<file path="config.mk">
export PLATFORM = sky130hd
export DESIGN_NAME = blsu_front
export DESIGN_NICKNAME = d
export VERILOG_FILES = /design/src/hdl/blsu_pkg.sv /design/src/hdl/blsu_front.sv
export SDC_FILE = /design/constraint.sdc
export NUM_CORES = 1
export LEC_CHECK = 0
export BUFFER_PORTS_ARGS = -buffer_cell sky130_fd_sc_hd__buf_2
export CAP_MARGIN = 20
export CORE_MARGIN = 4
export CORE_UTILIZATION = 26
export DETAILED_ROUTE_END_ITERATION = 10
export GPL_TIMING_DRIVEN = 1
export PLACE_DENSITY = 0.95
export SLEW_MARGIN = 20
export SYNTH_ARGS = -nofsm -noshare
export SYNTH_HDL_FRONTEND = slang
export SYNTH_SLANG_ARGS = --single-unit
export TNS_END_PERCENT = 10
</file>
<file path="constraint.sdc">
create_clock -name vclk -period 1.4
set_clock_uncertainty 0.2 [all_clocks]
set_input_delay 0.14 -clock vclk [all_inputs]
set_output_delay 0.14 -clock vclk [all_outputs]
set_load 0.02 [all_outputs]
</file>
<file path="src/hdl/blsu_pkg.sv">
// Shared types and constants of the byte-lane load/store unit.
package blsu_pkg;

    localparam int MEM_WORDS = 1024;
    localparam int IDX_W     = $clog2(MEM_WORDS);
    localparam int Q_DEPTH   = 4;
    localparam int Q_PTR_W   = $clog2(Q_DEPTH);
    localparam int Q_CNT_W   = $clog2(Q_DEPTH + 1);

    localparam logic [31:0] BYTE_EXT_MASK = 32'hFFFF_FF00;
    localparam logic [31:0] HALF_EXT_MASK = 32'hFFFF_0000;

    typedef enum logic [2:0] {
        CMD_LB = 3'd0,
        CMD_LH = 3'd1,
        CMD_LW = 3'd2,
        CMD_SB = 3'd3,
        CMD_SH = 3'd4,
        CMD_SW = 3'd5
    } t_cmd;

    typedef enum logic [1:0] {
        KIND_NONE  = 2'd0,
        KIND_LOAD  = 2'd1,
        KIND_STORE = 2'd2
    } t_kind;

    typedef enum logic [1:0] {
        SIZE_BYTE = 2'd0,
        SIZE_HALF = 2'd1,
        SIZE_WORD = 2'd2
    } t_size;

    typedef logic [IDX_W-1:0] t_word_idx;

    typedef struct packed {
        t_kind       kind;
        t_size       size;
        logic        sext;
        logic        err;
        t_word_idx   idx;
        logic [1:0]  lane;
        logic [31:0] value;
    } t_op;

endpackage

</file>
<file path="src/hdl/blsu_front.sv">
// Front end: decodes and checks an incoming access and pushes it into the queue.
module blsu_front (
    input  logic              i_push,
    output logic              o_full,
    input  logic [2:0]        i_command,
    input  logic [11:0]       i_address,
    input  logic              i_sign_extend,
    input  logic [31:0]       i_store_value,
    input  logic              i_q_full,
    input  logic              i_clearing,
    output logic              o_q_push,
    output blsu_pkg::t_op     o_op
);

    blsu_pkg::t_cmd w_cmd;
    logic           w_misaligned_half;
    logic           w_misaligned_word;

    assign w_cmd             = blsu_pkg::t_cmd'(i_command);
    assign w_misaligned_half = i_address[0];
    assign w_misaligned_word = (i_address[1:0] != 2'b00);

    assign o_full   = i_q_full || i_clearing;
    assign o_q_push = i_push && !o_full;

    always_comb begin
        o_op.sext  = i_sign_extend;
        o_op.idx   = blsu_pkg::t_word_idx'(32'(i_address[11:2]) % blsu_pkg::MEM_WORDS);
        o_op.lane  = i_address[1:0];
        o_op.value = i_store_value;
        o_op.err   = 1'b0;
        o_op.size  = blsu_pkg::SIZE_BYTE;
        o_op.kind  = blsu_pkg::KIND_NONE;
        case (w_cmd) inside
            blsu_pkg::CMD_LB, blsu_pkg::CMD_LH, blsu_pkg::CMD_LW: begin
                o_op.kind = blsu_pkg::KIND_LOAD;
            end
            blsu_pkg::CMD_SB, blsu_pkg::CMD_SH, blsu_pkg::CMD_SW: begin
                o_op.kind = blsu_pkg::KIND_STORE;
            end
            default: begin
                o_op.kind = blsu_pkg::KIND_NONE;
            end
        endcase
        case (w_cmd)
            blsu_pkg::CMD_LH, blsu_pkg::CMD_SH: begin
                o_op.size = blsu_pkg::SIZE_HALF;
                o_op.err  = w_misaligned_half;
            end
            blsu_pkg::CMD_LW, blsu_pkg::CMD_SW: begin
                o_op.size = blsu_pkg::SIZE_WORD;
                o_op.err  = w_misaligned_word;
            end
            default: begin
                o_op.size = blsu_pkg::SIZE_BYTE;
            end
        endcase
    end

endmodule

</file>
# --- After elaboration in Yosys (flattened, before gate mapping) ---
# Index checks and enable logic that the tools add are counted.
classes:
  reduce_logical: 9
  eq_ne: 5
  mux: 4
ops:
  columns: ["operator", "n"]
  rows:
  - ["3-bit by 2-bit == test with 1-bit output (second input constant)", 2]
  - ["3-bit == test (second input constant)", 2]
  - ["3-bit OR reduction", 2]
  - ["2-bit two-way mux", 2]
  - ["2-bit case mux with 2 select lines", 1]
  - ["2-bit OR reduction", 2]
  - ["3-bit by 1-bit == test with 1-bit output (second input constant)", 1]
  - ["3-bit logical NOT", 1]
  - ["1-bit case mux with 2 select lines", 1]
  - ["2-bit nonzero test", 1]
  - ["1-bit logical AND", 1]
  - ["1-bit logical NOT", 1]
  - ["1-bit logical OR", 1]
word_totals:
  output_inout_bits: 52
  regBits: 0

# --- Logic depth before layout (Yosys ltp) ---
# Gate-level depths: netlist of run 1.
depth:
  ltp_word: 4
  ltp_mapped: 4

# --- Least setup slack after synthesis of run 1 ---
# Ideal clock, no wire load.
synth_path:
  path_kind: "input -> output"
  from: "input port i_clearing"
  to: "output port o_q_push"
  path_slack_ns: 0.260
  arrival_time_ns: 0.800
  stages: 2
  path_buffers: 0
  cell_sequence: "or2_2 > nor2_1"
synth_via:
  elab_chain_cells: 3
synth_lines:
  columns: ["item", "line", "source"]
  rows:
  - ["start, declared", "blsu_front.sv:10", "input logic i_clearing,"]
  - ["1-bit logical OR", "blsu_front.sv:23", "assign o_full = i_q_full || i_clearing;"]
  - ["1-bit logical NOT", "blsu_front.sv:24", "assign o_q_push = i_push && !o_full;"]
  - ["1-bit logical AND", "blsu_front.sv:24", null]
  - ["end, declared", "blsu_front.sv:11", "output logic o_q_push,"]
# No other way between the ends.

==> results.ini, run 1 <==
[worst_setup_path]
worstPathRequired_ps = 1060
critPathMaxStageDelay_ps = 200
endpoint_kind = primary output
worst-path-max-fanout = 7
timing.critical_path.from_type = primary input
crit_slowest_cell = sky130_fd_sc_hd__nor3b_2
most_numerous_cell_on_the_critical_path = sky130_fd_sc_hd__buf_2
crit_path_cells = buf_2 -> nor3b_2 -> o21ai_0 -> o21ai_1 -> buf_2
worst_ep_arrival_time_ps = 860
setup.worst_path.class = in -> out

[global_routing]
grt_pass1_wl_mm = 1.01
grt.overflow.total = 0
antenna_violations_before_repair = 0
grt_max_degree = 8
grt_pass1_vias = 203
gr-usage-all-layers = 0.0487

[floorplan]
ioPinCount = 103
die_w_um = 49.7
initial_utilization = 0.287
fp-row-count = 14
dieArea_um2 = 2470
floorplan.core_area_um2 = 1580
die_height_um = 49.7

[layout]
filler_cell_count = 195
antenna_cells_inserted = 0
syn2layout_area_growth_pct = -56.4
layout.cells.most_common_list = 17 x sky130_fd_sc_hd__buf_2, 2 x sky130_fd_sc_hd__nor2_1
drive_above_1_share = 0.594
multi_input_area_um2 = 88.8
fin_nets = 85
non_filler_cells_in_the_finished_layout = 48
n_sequential_cell = 0
ff_latch_area_um2 = 0
final_common_cell = sky130_fd_sc_hd__buf_2
clock_tree_buffer_count_of_the_final_layout = 0

[power_and_ir_drop]
p_leak_nw = 0.111
max-vdd-ir-drop_mv = 0.147
power.density_cell_area_nw_per_um2 = 381
p_total_mw = 0.0753

[placed_design]
routabilityCongestion = 0.648
port_buffers = 17
place.detailed.instances = 48
post-place-ws_ps = 191
place_hpwl_um = 608

[synth]
post_synth_num_cell_types = 16
syn_area_um2 = 453
synth_top_cell_by_area = sky130_fd_sc_hd__buf_4
synth.top_cell.area_share = 0.746
synthesis.area_per_instance_um2 = 7.31
synthTopCellsByArea = sky130_fd_sc_hd__buf_4 75%, sky130_fd_sc_hd__buf_6 5.0%, sky130_fd_sc_hd__nor3b_2 2.8%
postSynthNetCount = 113
yosysSeqAreaShare = 0
synthCells = 62
yosysWarningCount = 0

[sta]
final_critical_path_setup_slack_ps = 199
maxClockFrequency_mhz = 833
finalHoldViolCount = 0
final_min_period_over_clock_period = 0.858
timing.slew.headroom = 0.888
final_critical_path_time_including_i_o_delays_and_setup_ps = 1200
unrepaired_setup_endpoints_after_global_routing = false
count_of_pins_over_their_slew_limit = 0
timing_worst_slew_pin_value_ps = 166
setup_viol = 0
fin_tns_setup_ps = 0

[run_status]
result_of_the_run = finished clean

[run]
max-cap-violations = 0

[cts]
cts_repair_resizes = 0
post_cts_buffers = 0
cts-hold-fix-buffers = 0

[detailed_routing]
routed_wirelength_um = 717
post_drt_via_cell_ratio = 4.60
drt.antenna.violating_nets = 0
dr_total_vias = 221
drtPass1Iterations = 2
wl_per_cell_um = 14.9
detail_route.drc_violations = 0
drtIter0Drc = 1

[min_path]
min_path_type = in -> out

==> per-layer routing <==
layer,part of all wire,wire length [um],track usage,vias up
met1,0.24,172,0.0430,92
met2,0.40,286,0.0683,25
met4,0.10,72,0.0599,0
li1,-,-,-,88
met5,0,0,0,-
met3,0.26,186,0.0301,16
==> stage by stage <==
stage | hold WS [ps] | cell area (um^2) | utilization
after floorplan | 160 | 453 | -
final | 80.0 | 198 | 0.125
after detailed placement | 80.1 | 198 | 0.125
after global routing | 80.0 | 198 | 0.125
after global placement | 80.1 | 198 | 0.125
after CTS | 80.1 | 198 | 0.125
==> logic make-up (layout without fill, tap and decap cells) <==
group           count (synthesis)  in the layout  synth area share
simple gates                    6              6            0.0801
compound gates                  7              7            0.0967
buf+inv                        48             18             0.804
xor+xnor                        1              1            0.0193
==> Yosys cell counts <==
master and count:
sky130_fd_sc_hd__buf_4 45, sky130_fd_sc_hd__inv_1 1, sky130_fd_sc_hd__a21oi_1 1, sky130_fd_sc_hd__o21a_1 1, sky130_fd_sc_hd__a21o_1 1, sky130_fd_sc_hd__a31oi_1 1, sky130_fd_sc_hd__o21bai_1 1, sky130_fd_sc_hd__or2_2 1
sky130_fd_sc_hd__nand2_1 1, sky130_fd_sc_hd__o21ai_0 1, sky130_fd_sc_hd__xnor2_1 1, sky130_fd_sc_hd__nor3b_2 1, sky130_fd_sc_hd__buf_6 2, sky130_fd_sc_hd__nor2_1 2, sky130_fd_sc_hd__o21ai_1 1, sky130_fd_sc_hd__nor2b_1 1
==> where the power goes <==
group	switching (mW)	leakage [nW]	total [mW]	internal, mW
clock network	0	0	0	0
registers	0	0	0	0
logic	0.0451	0.111	0.0753	0.0301
total	0.0451	0.111	0.0753	0.0301
==> final timing paths <==
path / startpoint / end / depth (start not counted)
worst max-delay path: i_command[2] / o_op[44] / 5
worst min-delay path: i_store_value[23] / o_op[23] / 0
==> critical path, delay by kind of cell <==
kind / cells / cell delay [ps]
buffers and inverters: 2 / 310
and+or+nand+nor: 1 / 200
AOI/OAI and AO/OA: 2 / 200
==> final cells by class <==
class | instances | share of cell area
Tap cell | 16 | 0.101
Multi-Input combinational cell | 14 | 0.449
Timing Repair Buffer | 17 | 0.430
Inverter | 1 | 0.0190
No activity file was read; power rests on OpenSTA's default activity.
==> run 2, diff against run 1 <==
--- a/config.mk
+++ b/config.mk
@@ -12,6 +12,7 @@
 export DETAILED_ROUTE_END_ITERATION = 10
 export GPL_TIMING_DRIVEN = 1
 export PLACE_DENSITY = 0.95
+export SETUP_SLACK_MARGIN = 0.5
 export SLEW_MARGIN = 20
 export SYNTH_ARGS = -nofsm -noshare
 export SYNTH_HDL_FRONTEND = slang
==> constraint.sdc (replaced) <==
create_clock -name vclk -period 1.4
set_clock_uncertainty 0.2 [all_clocks]
set_input_delay 0.14 -clock vclk [all_inputs]
set_output_delay 0.14 -clock vclk [all_outputs]
set_load 0.1 [all_outputs]
==> run 2 against run 1 <==
Effect of this change:
- first-iteration DRC count unchanged
- largest cell class is now buffers
- critical path depth did not move
- fmax shrank 1.3%
- critical endpoint unchanged
- worst hold slack is essentially flat
- highest routed layer unchanged
- combinational power rose to 3.6 times the previous value
- largest power group unchanged
==> results.ini, run 2 (same netlist as run 1, synthesis figures left out) <==
[run_status]
result_of_the_run = finished clean

[detailed_routing]
detail_route.drc_violations = 0
dr_total_vias = 252
drtPass1Iterations = 2
drtIter0Drc = 1
wl_per_cell_um = 15.6
post_drt_via_cell_ratio = 4.75
routed_wirelength_um = 828
drt.antenna.violating_nets = 0

[power_and_ir_drop]
max-vdd-ir-drop_mv = 0.182
power.density_cell_area_nw_per_um2 = 625
p_leak_nw = 0.184

[worst_setup_path]
worstPathRequired_ps = 1060
most_numerous_cell_on_the_critical_path = sky130_fd_sc_hd__buf_12
worst_ep_arrival_time_ps = 880
timing.critical_path.from_type = primary input
endpoint_kind = primary output
crit_path_start = i_command[2]
worst-path-max-fanout = 5
crit_path_cells = buf_12 -> o21a_1 -> a31oi_4 -> o21ai_4 -> buf_12
critPathMaxStageDelay_ps = 200
crit_slowest_cell = sky130_fd_sc_hd__o21a_1
setup.worst_path.class = in -> out

[global_routing]
grt.overflow.total = 0
antenna_violations_before_repair = 0
grt_pass1_vias = 253
gr-usage-all-layers = 0.0561
grt_max_degree = 6
grt_pass1_wl_mm = 1.15

[floorplan]
die_height_um = 49.7
dieArea_um2 = 2470
die_w_um = 49.7
ioPinCount = 103
initial_utilization = 0.287
floorplan.core_area_um2 = 1580
fp-row-count = 14

[layout]
fin_nets = 90
drive_above_1_share = 0.865
n_sequential_cell = 0
clock_tree_buffer_count_of_the_final_layout = 0
antenna_cells_inserted = 0
layout.cells.most_common_list = 8 x sky130_fd_sc_hd__buf_2, 8 x sky130_fd_sc_hd__buf_12, 6 x sky130_fd_sc_hd__buf_4
syn2layout_area_growth_pct = -3.87
ff_latch_area_um2 = 0

[placed_design]
routabilityCongestion = 0.638
port_buffers = 17
place_hpwl_um = 661

[run]
max-cap-violations = 0

[min_path]
min_path_type = in -> out
min-delay-start = i_store_value[0]

[sta]
final_min_period_over_clock_period = 0.869
fin_tns_setup_ps = 0
timing.slew.headroom = 0.678
finalHoldViolCount = 0
unrepaired_setup_endpoints_after_global_routing = true
setup_viol = 0
count_of_pins_over_their_slew_limit = 0
whs_ps = 80.0
timing_worst_slew_pin_value_ps = 487
maxClockFrequency_mhz = 822
final_critical_path_time_including_i_o_delays_and_setup_ps = 1220

## run 2: metrics by stage
stage | std cells | setup WS, ps | power, mW | cell area [um^2] | util
2_1_floorplan | 62 | 14.0 | 0.753 | 505 | -
3_3_place_gp | 50 | 100 | 0.244 | 355 | 0.225
3_5_place_dp | 50 | 54.3 | 0.247 | 355 | 0.225
4_1_cts | 52 | 161 | 0.264 | 408 | 0.259
5_1_grt | 53 | 149 | 0.280 | 435 | 0.276
6_report | 53 | 184 | 0.272 | 435 | 0.276
## run 2: final timing paths
| check | to | cells past startpoint | slack, ps |
|---|---|---|---|
| setup / recovery | o_op[44] | 5 | 180 |
| hold / removal | o_op[0] | 0 | 80 |
## run 2: metal layers
metal	share of wire	routed length, um	vias up	global-route usage
met4	0.089	74	0	0.0737
met5	0	0	-	0
met2	0.40	334	26	0.0705
li1	-	-	99	-
met1	0.29	244	109	0.0520
met3	0.21	174	18	0.0392
## run 2: critical path, delay by kind of cell
kind	cells	cell delay (ps)
AO/OA/AOI/OAI	3	450
buffers and inverters	2	280
## run 2: report_power, final
group | internal (mW) | switching (mW)
sequential | 0 | 0
clock | 0 | 0
combinational | 0.0992 | 0.173
total | 0.0992 | 0.173
## run 2: cell type report
type / instances / area, um^2
Fill cell: 167 / 1140
Timing Repair Buffer: 22 / 245
Inverter: 1 / 3.75
Multi-Input combinational cell: 14 / 166
Tap cell: 16 / 20.0
## run 2: timing repair
| item | 4_1_cts | 5_1_grt |
|---|---|---|
| resized for setup | 10 | 5 |
| pin swaps | 2 | 2 |
| endpoints found under the setup margin | 9 | 9 |
| buffers inserted | 2 | 1 |
| hold buffers | 0 | 0 |
| hold endpoints to repair | 0 | 0 |
