**config.mk**
```make
export PLATFORM = sky130hd
export DESIGN_NAME = blsu_queue
export DESIGN_NICKNAME = d
export VERILOG_FILES = /design/src/hdl/blsu_pkg.sv /design/src/hdl/blsu_queue.sv
export SDC_FILE = /design/constraint.sdc
export NUM_CORES = 1
export LEC_CHECK = 0
export BUFFER_PORTS_ARGS = -buffer_cell sky130_fd_sc_hd__buf_2
export CORE_ASPECT_RATIO = 1.1
export CORE_MARGIN = 2
export CORE_UTILIZATION = 45
export CTS_CLUSTER_SIZE = 25
export DETAILED_ROUTE_END_ITERATION = 8
export PLACE_DENSITY_LB_ADDON = 0.12
export SYNTH_ARGS = -nofsm -noshare
export SYNTH_HDL_FRONTEND = slang
export SYNTH_SLANG_ARGS = --single-unit
export TNS_END_PERCENT = 20
```
**constraint.sdc**
```tcl
create_clock -name i_clk -period 2.98 [get_ports i_clk]
set_input_delay 0 -clock i_clk [delete_from_list [all_inputs] [get_ports i_clk]]
set_output_delay 0 -clock i_clk [all_outputs]
set_load 0.03 [all_outputs]
```
**src/hdl/blsu_pkg.sv**
```systemverilog
// Shared types and constants of the byte-lane load/store unit.
package blsu_pkg;

    localparam int MEM_WORDS = 1024;
    localparam int IDX_W     = $clog2(MEM_WORDS);
    localparam int Q_DEPTH   = 4;
    localparam int Q_PTR_W   = $clog2(Q_DEPTH);
    localparam int Q_CNT_W   = $clog2(Q_DEPTH + 1);

    localparam logic [31:0] BYTE_EXT_MASK = 32'hFFFF_FF00;
    localparam logic [31:0] HALF_EXT_MASK = 32'hFFFF_0000;

    typedef enum logic [2:0] {
        CMD_LB = 3'd0,
        CMD_LH = 3'd1,
        CMD_LW = 3'd2,
        CMD_SB = 3'd3,
        CMD_SH = 3'd4,
        CMD_SW = 3'd5
    } t_cmd;

    typedef enum logic [1:0] {
        KIND_NONE  = 2'd0,
        KIND_LOAD  = 2'd1,
        KIND_STORE = 2'd2
    } t_kind;

    typedef enum logic [1:0] {
        SIZE_BYTE = 2'd0,
        SIZE_HALF = 2'd1,
        SIZE_WORD = 2'd2
    } t_size;

    typedef logic [IDX_W-1:0] t_word_idx;

    typedef struct packed {
        t_kind       kind;
        t_size       size;
        logic        sext;
        logic        err;
        t_word_idx   idx;
        logic [1:0]  lane;
        logic [31:0] value;
    } t_op;

endpackage

```
**src/hdl/blsu_queue.sv**
```systemverilog
// Short queue of decoded accesses between the front end and the memory back end.
module blsu_queue (
    input  logic          i_clk,
    input  logic          i_rst_n,
    input  logic          i_push,
    input  blsu_pkg::t_op i_op,
    output logic          o_full,
    input  logic          i_pop,
    output logic          o_empty,
    output blsu_pkg::t_op o_op
);

    blsu_pkg::t_op                r_slot [blsu_pkg::Q_DEPTH];
    logic [blsu_pkg::Q_PTR_W-1:0] r_wr_ptr, n_wr_ptr;
    logic [blsu_pkg::Q_PTR_W-1:0] r_rd_ptr, n_rd_ptr;
    logic [blsu_pkg::Q_CNT_W-1:0] r_cnt, n_cnt;
    logic                         w_push;
    logic                         w_pop;

    assign o_full  = (r_cnt == blsu_pkg::Q_CNT_W'(blsu_pkg::Q_DEPTH));
    assign o_empty = (r_cnt == '0);
    assign o_op    = r_slot[r_rd_ptr];
    assign w_push  = i_push && !o_full;
    assign w_pop   = i_pop && !o_empty;

    always_comb begin
        n_wr_ptr = w_push ? r_wr_ptr + 1'b1 : r_wr_ptr;
        n_rd_ptr = w_pop ? r_rd_ptr + 1'b1 : r_rd_ptr;
        n_cnt    = r_cnt;
        if (w_push && !w_pop) begin
            n_cnt = r_cnt + 1'b1;
        end else if (w_pop && !w_push) begin
            n_cnt = r_cnt - 1'b1;
        end
    end

    always_ff @(posedge i_clk) begin
        if (!i_rst_n) begin
            r_wr_ptr <= '0;
            r_rd_ptr <= '0;
            r_cnt    <= '0;
        end else begin
            r_wr_ptr <= n_wr_ptr;
            r_rd_ptr <= n_rd_ptr;
            r_cnt    <= n_cnt;
        end
    end

    always_ff @(posedge i_clk) begin
        if (w_push) begin
            r_slot[r_wr_ptr] <= i_op;
        end
    end

endmodule

```
# After elaboration in Yosys (flattened, before gate mapping)
# Memories as Yosys holds them, arrays and structs flattened. A register that Yosys moved wholly into a read port is not among the register bits.
# Index checks and enable logic that the tools add are counted.
dict set report classes {
  add_sub_neg 4
  reduce_logical 10
  n_eq_ne 1
  mux 6
}
# cell n
set op_table {}
lappend op_table {{two-way mux 3 bit} 2}
lappend op_table {{adder 2 x 1 -> 2 bit, second input constant} 2}
lappend op_table {{logical AND 1 bit} 4}
lappend op_table {{zero test 1 bit} 4}
lappend op_table {{two-way mux 2 bit} 2}
lappend op_table {{adder 3 x 1 -> 3 bit, second input constant} 1}
lappend op_table {{== test 3 bit, second input constant} 1}
lappend op_table {{zero test 3 bit} 1}
lappend op_table {{subtractor 3 x 1 -> 3 bit, second input constant} 1}
lappend op_table {{two-way mux 1 bit} 2}
lappend op_table {{nonzero test 2 bit} 1}
dict set report word_totals {
  reg_bits 7
  mem_count 1
  ramBits 200
  output_inout_bits 52
}
# memory words width read_ports rd_clocked_by_memory_dff wr line
set mem_list {}
lappend mem_list {r_slot 4 50 1 1 1 blsu_queue.sv:13} ;# blsu_pkg::t_op r_slot [blsu_pkg::Q_DEPTH];

# Longest topological paths before layout
# Gate-level depths: netlist of the first run.
dict set report logic_depth {
  depth_word 7
  depth_mapped 9
  mapped_depth_nobuf 8
}

# Worst setup path before layout of the first run
# OpenSTA, ideal clock, no wires.
dict set report synth_path {
  path_type {register to register}
  from {reg r_cnt[0] (netlist bit)}
  to {mem r_slot[0][0] (netlist bit) (enable)}
  path_stages_with_launch 5
  setup_slack_ns 0.472
  synth_period_minus_slack_ns 2.508
  setup_time_ns 0.413
  arrival_ns 2.095
  cell_sequence {dfxtp_1 > nor3b_2 > nor2b_1 > buf_6 > and2_1}
}
dict set report synth_via {
  elab_chain_len 5
}
# element line
set synth_rtl {}
lappend synth_rtl {{start, declared} blsu_queue.sv:16} ;# logic [blsu_pkg::Q_CNT_W-1:0] r_cnt, n_cnt;
lappend synth_rtl {{start signal, assigned} blsu_queue.sv:45} ;# r_cnt <= n_cnt;
lappend synth_rtl {{== test 3 bit} blsu_queue.sv:20} ;# assign o_full = (r_cnt == blsu_pkg::Q_CNT_W'(blsu_pkg::Q_DEPTH));
lappend synth_rtl {{via o_full} blsu_queue.sv:7} ;# output logic o_full,
lappend synth_rtl {{zero test 1 bit} blsu_queue.sv:23} ;# assign w_push = i_push && !o_full;
lappend synth_rtl {{logical AND 1 bit} blsu_queue.sv:23}
lappend synth_rtl {{via w_push} blsu_queue.sv:17} ;# logic w_push;
lappend synth_rtl {{two-way mux 1 bit} blsu_queue.sv:50} ;# if (w_push) begin
lappend synth_rtl {{two-way mux 1 bit (not written as such)} blsu_queue.sv:51} ;# r_slot[r_wr_ptr] <= i_op;
lappend synth_rtl {{end, declared} blsu_queue.sv:13}
# The timed path passes the listed nets, and every way through them passes these cells.

# Final worst setup path of the first run
dict set report layout_path {
  from {reg r_cnt[0] (netlist bit)}
  to {reg r_cnt[2] (netlist bit)}
}
dict set report layout_via {
  elab_chain_len 6
  elab_cells_between_ends 15
}
# element
set layout_rtl {}
lappend layout_rtl {{branches (longest 6 deep; another with subtractor 3 x 1 -> 3 bit)}}
# Several ways; the timed one is not identified. The select of a mux whose other input is x is not followed.
# A chain may end at the register's enable or synchronous reset.

==> results.cfg, run 1 <==
[global_routing]
grt_pass1_vias = 3962
grt_max_degree = 33
antenna_found_initial = 0
grtUsageTotal_pct = 15.5
grt_pass1_wl_um = 21600
grt_overflow = 0

[clocking]
cts_buffers = 23
cts_buffer_depth = 3
clk_transition_reported_paths_ns = 0.05
clockRootBuffer = clkbuf_16
cts_max_level = 1
clk_latency_ns = 0.49
cts.repair.resized = 0
cts_tree = built
cts_sinks = 209

[floorplan]
coreArea_um2 = 17000
initial_utilization_pct = 45.8
die_area_um2 = 18300
num_rows = 50
die_y_um = 142
die_width_um = 129
io_pins = 106

[final_layout]
final_cells = 737
antenna_cells = 0
final_nets = 549
fillers = 1290
final_cell_mix = 200 x edfxtp_1, 105 x buf_2, 53 x dlygate4sd3_1, 50 x mux4_2, 23 x clkbuf_16
regArea_um2 = 6190
area_growth_pct = 25.5
layout-drive-gt1-share_pct = 40.4
multiInputGateArea_um2 = 1410
final_common_cell = edfxtp_1

[logic_synthesis]
netlist_area_um2 = 7760
syn_area_per_cell_um2 = 25.0
synth_seq_cells = 209
synthTopCellsByArea = edfxtp_1 77%, mux4_2 15%, dfxtp_1 2.3%
synth_largest_area_cell = edfxtp_1
synth.net_count = 370
ys.warnings.count = 0
synth_top_area_share_pct = 77.4
seq_area_frac_synth_pct = 79.7
netlist_instances = 310
ys_types = 24

[route]
drc = 0
wl_per_cell_um = 19.1
viasPerCell = 4.99
via_count = 3680
dr.pass1.iters = 4
ant_nets = 0
drt-total-wl_um = 14000
first_iter_violations = 130

[pwr]
peakVddDrop_uv = 605
clock_power_share_pct = 29.5
combPwrFrac_pct = 26.7
p_int_uw = 6000
p_seq_share_pct = 43.8
swShare_pct = 30.2
p_sw_uw = 2590
power_density_nw_per_um2 = 882
p_leak_uw = 0.00334

[sta]
holdWs_ns = 0.256
slew_violations = 0
final.min_clock_period_ns = 2.45
relSlewSlack_pct = 61.5
fmax_ghz = 0.409
rsz0062_at_grt = no
finalSetupTns_ns = 0
setup_violations = 0
fin_skew_ns = 0.0102
worst_slew_pin_slew_ns = 0.578
hold_violations = 0
period_share_pct = 82.1

[setup_path]
path_cells = nor3b_2 -> nor2b_1 -> ha_1 -> inv_1 -> fa_1 -> xor2_1 -> or3_1 -> a21boi_0
worst_ep_arrival_time_ns = 2.86
critPathMaxStageDelay_ns = 0.48
slowest_stage = dfxtp_1
worst-setup-path-type = register to register
critPathMaxFanout = 7
required_ns = 3.39
end_kind = register
crit_path_start_kind = register

[placed_design]
gp_congestion = 0.698
dp.cells = 645
io_buffers = 105
post-dp-hpwl_um = 8140

[flow_run]
drv_cap = 0

[hold_path]
hp-class = input port to register

[outcome]
outcome = completed
==> cell families (layout without fill, tap and decap cells) <==
family                   Yosys count  after routing  share of synthesized area, %
multiplexers                      53             53                          14.9
AND/OR/NAND/NOR                   17             17                          1.31
flip-flops                       209            209                          79.7
buffers and inverters             17            210                          2.14
AO/OA/AOI/OAI                      4              4                         0.435
XOR/XNOR                           4              4                         0.451
adder cells (fa/ha/maj)            6              6                          1.06
==> per-stage QoR <==
stage | area [um^2] | worst slack, ns | utilization (%) | total power (uW)
after floorplan | 7760 | 0.472 | - | 5570
after CTS | 9740 | 0.551 | 57.5 | 8730
final | 9740 | 0.532 | 57.5 | 8590
after global placement | 8530 | 0.701 | 50.3 | 6090
after global routing | 9740 | 0.331 | 57.5 | 8980
after detailed placement | 8530 | 0.569 | 50.3 | 6120
==> worst max-delay path, delay by kind of cell, from the launching register on <==
kind,cells,cell delay [ns]
XOR/XNOR,1,0.16
buffers and inverters,1,0.07
flip-flops,1,0.48
adder cells (fa/ha/maj),2,0.66
AO/OA/AOI/OAI,1,0.17
AND/OR/NAND/NOR,3,0.83
==> final cells by class <==
cell class              count  area share, %
flip-flops and latches    209           63.6
clock buffers              27           6.06
inverters                   3          0.116
well taps                 234           3.01
repair buffers            168           11.9
clock inverters            12          0.886
multi-input cells          84           14.5
==> synth_stat cells (all sizes together) <==
master	number
xor2	1
a21boi	1
xnor2	3
nand2	4
dfxtp	9
edfxtp	200
buf	13
nor3b	1
or3	1
o21ai	1
inv	3
clkbuf	1
ha	5
nor2b	2
nor3	1
o31ai	1
mux4	50
mux2i	3
o311ai	1
and2	8
fa	1
==> power groups by stage <==
stage                     Sequential, uW  Combinational (uW)  Clock, uW
final                               3760                2290       2530
after floorplan                     3710                1870          0
after global placement              3820                2270          0
after global routing                3810                2440       2730
after CTS                           3780                2350       2600
after detailed placement            3840                2280          0
==> metal layers <==
layer / wire length, um / share of wire (%) / vias up / track usage (%)
met2: 7010 / 50 / 92 / 25.3
met4: 186 / 1.3 / 0 / 4.18
met3: 636 / 4.5 / 18 / 3.02
li1: - / - / 1659 / -
met5: 0 / 0 / - / 0
met1: 6220 / 44 / 1911 / 21.7
==> path summary, 6_finish.rpt <==
check / start / to / cells past startpoint / slack, ns
setup reg to reg: r_cnt[0]$_SDFFE_PN0P_ / r_cnt[2]$_SDFFE_PN0P_ / 8 / 0.53
hold reg to reg: r_wr_ptr[1]$_SDFFE_PN0P_ / r_wr_ptr[1]$_SDFFE_PN0P_ / 2 / 0.50
hold / removal: i_op[12] / r_slot[0][12]$_DFFE_PP_ / 2 / 0.26
setup / recovery: r_cnt[0]$_SDFFE_PN0P_ / r_cnt[2]$_SDFFE_PN0P_ / 8 / 0.53
==> what timing repair did <==
action | 4_1_cts | 5_1_grt
setup buffers | 0 | 0
hold endpoints to repair | 209 | 0
hold buffers | 53 | 0
==> sequential cells by signal, indices dropped and copies added (netlist names), named ones only <==
name,flops
r_slot,200
r_rd_ptr,2
r_wr_ptr,2
r_cnt,3
Power figures use the tool's default switching activity.
==> run 2, diff against run 1 <==
==> constraint.sdc (replaced) <==
create_clock -name i_clk -period 2.5 [get_ports i_clk]
set_input_delay 0 -clock i_clk [delete_from_list [all_inputs] [get_ports i_clk]]
set_output_delay 0 -clock i_clk [all_outputs]
set_load 0.03 [all_outputs]
==> results.cfg, run 2 (synthesis results as in run 1) <==
[outcome]
outcome = completed

[final_layout]
final_nets = 549
antenna_cells = 0
top_register = r_slot
multiInputGateArea_um2 = 1410
final_common_cell = edfxtp_1
design_area_um2 = 9700
layout-drive-gt1-share_pct = 40.8
final_cells = 737
area_growth_pct = 24.9
regArea_um2 = 6190
largest_reg_flops = 200
reg_top3 = r_slot x200, r_cnt x3
utilization_pct = 57.2
final_cell_mix = 200 x edfxtp_1, 105 x buf_2, 52 x dlygate4sd3_1, 50 x mux4_2, 21 x clkbuf_16
fillers = 1286

[setup_path]
critPathMaxFanout = 6
r2r-end = r_cnt[2]$_SDFFE_PN0P_
worst_ep_arrival_time_ns = 2.58
path_buf_inv = 1
worst-setup-path-type = register to register
required_ns = 2.91
critPathTopFamily = simple AND/OR/NAND/NOR gates
critPathLaunch = r_cnt[0]$_SDFFE_PN0P_
path_cells = nor3b_2 -> nor2b_1 -> ha_1 -> inv_1 -> fa_1 -> xor2_1 -> or3_1 -> a21boi_0
reg2reg_depth = 8
slowest_stage = dfxtp_1
reg2reg_from = r_cnt[0]$_SDFFE_PN0P_
end_kind = register
crit_path_start_kind = register
r2r_slack_ns = 0.32
critPathMaxStageDelay_ns = 0.48

[sta]
fin_ws_ns = 0.323
rsz0062_at_grt = no
hold_violations = 0
setup_violations = 0
finalSetupTns_ns = 0
period_share_pct = 87.1
worst_slew_pin_slew_ns = 0.456
final.min_clock_period_ns = 2.18
fin_skew_ns = 0.00615
fmax_ghz = 0.459
relSlewSlack_pct = 69.6
slew_violations = 0

[global_routing]
grt_max_degree = 30
grt_pass1_wl_um = 20400
grt_pass1_vias = 3806
antenna_found_initial = 0
grtUsageTotal_pct = 14.7
grt_overflow = 0

[route]
viasPerCell = 4.88
wirelength_met1_um = 5740
ant_nets = 0
wl_met2_um = 6610
met3_length_um = 630
first_iter_violations = 201
highest_layer = met4
via_count = 3593
drt-total-wl_um = 13200
dr.pass1.iters = 4
drc = 0
wl_per_cell_um = 18.0

[hold_path]
min-delay-start = i_push
whs_path_depth = 4
min_to = r_wr_ptr[1]$_SDFFE_PN0P_
hp-class = input port to register

[placed_design]
io_buffers = 105
gp_congestion = 0.727
dp.cells = 648
dp_slack_ns = 0.308
placed_area_um2 = 8560
post-dp-hpwl_um = 7740

[pwr]
power_density_nw_per_um2 = 1040
peakVddDrop_uv = 576
p_leak_uw = 0.00331

[clocking]
clockRootBuffer = clkbuf_16
clk_latency_ns = 0.49
cts_max_level = 1
cts_buffers = 21
clk_transition_reported_paths_ns = 0.06
cts_setup_buffers = 0
cts_buffer_depth = 3
cts_tree = built
cts_sinks = 209

[floorplan]
die_area_um2 = 18300
num_rows = 50
die_y_um = 142
initial_utilization_pct = 45.8
io_pins = 106
die_width_um = 129
coreArea_um2 = 17000

[flow_run]
drv_cap = 0
==> run 2: cell count changes in the layout (fill, tap and decap cells not counted), sizes merged <==
cell         previous run  this run
buf                   115       118
inv                     5         3
bufinv                  1         0
clkinvlp                0         2
dlygate4sd3            53        52
clkbuf                 27        30
clkinv                  9         5
==> run 2: final cells by class <==
class / count / share of cell area, %
tap: 234 / 3.02
clock buffer: 30 / 5.97
clock inverter: 7 / 0.400
inverter: 3 / 0.116
multi-input combinational: 84 / 14.6
sequential: 209 / 63.9
timing repair buffer: 170 / 12.1
==> run 2: worst min-delay path, stage by stage <==
cell and delay [ns]:
buf_2 0.09, nor2b_1 0.14, buf_4 0.16, mux2i_1 0.11
==> run 2: power breakdown <==
part / internal [uW] / total (uW) / switching (uW)
Sequential: 4260 / 4440 / 182
Clock: 1610 / 2810 / 1200
Combinational: 1140 / 2780 / 1650
Total: 7010 / 10000 / 3030
==> run 2: how the worst max path moves through the flow <==
stage / endpoint / slack, ns / cells past startpoint
finish: r_cnt[2]$_SDFFE_PN0P_ / 0.32 / 8
global route: r_cnt[2]$_SDFFE_PN0P_ / 0.14 / 8
CTS: r_cnt[2]$_SDFFE_PN0P_ / 0.28 / 8
detailed placement: r_cnt[2]$_SDFFE_PN0P_ / 0.31 / 8
global placement: r_cnt[2]$_SDFFE_PN0P_ / 0.51 / 7
floorplan: r_slot[3][0]$_DFFE_PP_ / -0.008 / 4
==> run 2: routing by layer <==
metal / vias to the layer above / global-route usage (%)
met5: - / 0
met4: 0 / 5.03
met3: 23 / 2.68
met2: 83 / 24.6
met1: 1824 / 19.6
li1: 1663 / -
==> run 2: stage by stage <==
step,hold slack [ns],power (uW)
3_3_place_gp,0.210,7270
6_report,0.0601,10000
3_5_place_dp,0.218,7300
2_1_floorplan,0.0989,6640
4_1_cts,0.0460,10200
5_1_grt,0.0760,10500
==> run 2: what timing repair did <==
| action | in CTS | in global routing |
|---|---|---|
| endpoints found under the hold margin | 209 | 0 |
| resized for setup | 0 | 0 |
| hold buffers | 52 | 0 |
==> run 3, diff against run 2 <==
--- a/config.mk
+++ b/config.mk
@@ -7,7 +7,7 @@
 export LEC_CHECK = 0
 export BUFFER_PORTS_ARGS = -buffer_cell sky130_fd_sc_hd__buf_2
 export CORE_ASPECT_RATIO = 1.1
-export CORE_MARGIN = 2
+export CORE_MARGIN = 5
 export CORE_UTILIZATION = 45
 export CTS_CLUSTER_SIZE = 25
 export DETAILED_ROUTE_END_ITERATION = 8
==> results.cfg, run 3 (synthesis results as in run 1) <==
[outcome]
outcome = completed

[final_layout]
final_cells = 742
largest_reg_flops = 200
layout-drive-gt1-share_pct = 40.6
utilization_pct = 58.1
regArea_um2 = 6190
final_cell_mix = 200 x edfxtp_1, 105 x buf_2, 53 x dlygate4sd3_1, 50 x mux4_2, 23 x clkbuf_16
top_register = r_slot
final_common_cell = edfxtp_1
final_nets = 552
antenna_cells = 0
area_growth_pct = 27.3
multiInputGateArea_um2 = 1410
fillers = 1309
reg_top3 = r_slot x200, r_cnt x3

[route]
first_iter_violations = 157
wl_per_cell_um = 19.4
viasPerCell = 4.97
ant_nets = 0
dr.pass1.iters = 4
via_count = 3689
drc = 0
drt-total-wl_um = 14400

[setup_path]
critPathMaxFanout = 20
path_cells = buf_12 -> mux4_2 -> buf_2
slowest_stage = dfxtp_4
r2r-end = r_cnt[2]$_SDFFE_PN0P_
required_ns = 2.50
critPathMaxStageDelay_ns = 0.62
crit_path_start_kind = register
worst_ep_arrival_time_ns = 2.15
r2r_slack_ns = 0.37
worst-setup-path-type = register to output port
end_kind = output port
reg2reg_depth = 8
reg2reg_from = r_cnt[0]$_SDFFE_PN0P_

[global_routing]
grtUsageTotal_pct = 14.5
antenna_found_initial = 0
grt_overflow = 0
grt_pass1_vias = 4076
grt_pass1_wl_um = 22200
grt_max_degree = 34

[clocking]
cts_max_level = 1
cts_setup_buffers = 0
cts_buffers = 22
cts_tree = built
clk_transition_reported_paths_ns = 0.06
clockRootBuffer = clkbuf_16
clk_latency_ns = 0.49
cts.repair.resized = 0
cts-hold-fix-buffers = 53
cts_buffer_depth = 3
cts_sinks = 209

[floorplan]
num_rows = 50
die_width_um = 135
io_pins = 106
coreArea_um2 = 17000
die_y_um = 148
initial_utilization_pct = 45.6
die_area_um2 = 20000

[pwr]
peakVddDrop_uv = 782
p_leak_uw = 0.00339
power_density_nw_per_um2 = 1060

[sta]
setup_violations = 0
worst_slew_pin_slew_ns = 0.614
fin_skew_ns = 0.00537
slew_violations = 0
fmax_ghz = 0.466
final.min_clock_period_ns = 2.15
period_share_pct = 85.9
fin_ws_ns = 0.353
relSlewSlack_pct = 59.1
rsz0062_at_grt = no
hold_violations = 0

[placed_design]
dp_slack_ns = 0.384
dp.cells = 649
post-dp-hpwl_um = 8790
io_buffers = 105
gp_congestion = 0.735

[hold_path]
min-delay-start = i_push
whs_path_depth = 4
min_to = r_wr_ptr[0]$_SDFFE_PN0P_
hp-class = input port to register

[flow_run]
drv_cap = 0
-- run 3: cell types whose count changed in the layout (fill, tap and decap cells not counted), moves of 2 or more --
cell,change
bufinv_16,+3
clkbuf_8,-2
buf_4,-4
clkinvlp_4,-2
clkinv_1,+5
clkbuf_16,+2
buf_12,+5
clkbuf_1,-2
-- run 3: through the flow --
step                      hold WS (ns)  total power [uW]  TNS [ns]  cell area (um^2)
after detailed placement         0.220              7380         0              8630
final                           0.0664             10500         0              9880
after CTS                       0.0521             10700         0              9880
after floorplan                 0.0989              6640     -1.17              7760
after global placement           0.212              7340         0              8630
after global routing            0.0633             11000         0              9880
-- run 3: cell type report --
cell class	instances	share of cell area, %
Inverter	3	0.114
Clock buffer	28	6.02
Multi-Input combinational cell	84	14.3
Timing Repair Buffer	172	12.6
Tap cell	234	2.96
Sequential cell	209	62.7
Clock inverter	12	1.29
-- run 3: critical path: cells and delay by family, from the launching register on --
kind	cells	cell delay, ns
DFF	1	0.62
buffers and inverters	2	0.47
muxes	1	0.56
-- run 3: worst max path at each step --
stage                                      from                     end  slack (ns)  cells after the start
after CTS                              register                o_op[39]        0.26                      3
after global placement    r_cnt[1]$_SDFFE_PN0P_   r_cnt[2]$_SDFFE_PN0P_        0.51                      7
after detailed placement  r_cnt[1]$_SDFFE_PN0P_   r_cnt[2]$_SDFFE_PN0P_        0.38                      7
after global routing      r_cnt[0]$_SDFFE_PN0P_   r_cnt[2]$_SDFFE_PN0P_        0.19                      8
after floorplan           r_cnt[0]$_SDFFE_PN0P_  r_slot[3][0]$_DFFE_PP_      -0.008                      4
final                                  register                o_op[37]        0.35                      3
-- run 3: layer usage --
metal	vias to the layer above	track usage, %	wire [um]
li1	1671	-	-
met1	1904	18.3	5890
met2	88	25.4	7520
met3	26	3.17	692
met4	0	3.93	265
met5	-	0	0
-- run 3: where the power goes --
| part | total (uW) | leakage [uW] | switching (uW) | internal [uW] |
|---|---|---|---|---|
| registers | 4480 | 0.00191 | 225 | 4260 |
| logic | 2820 | 0.00113 | 1650 | 1170 |
| clock network | 3200 | 0.000353 | 1210 | 1980 |
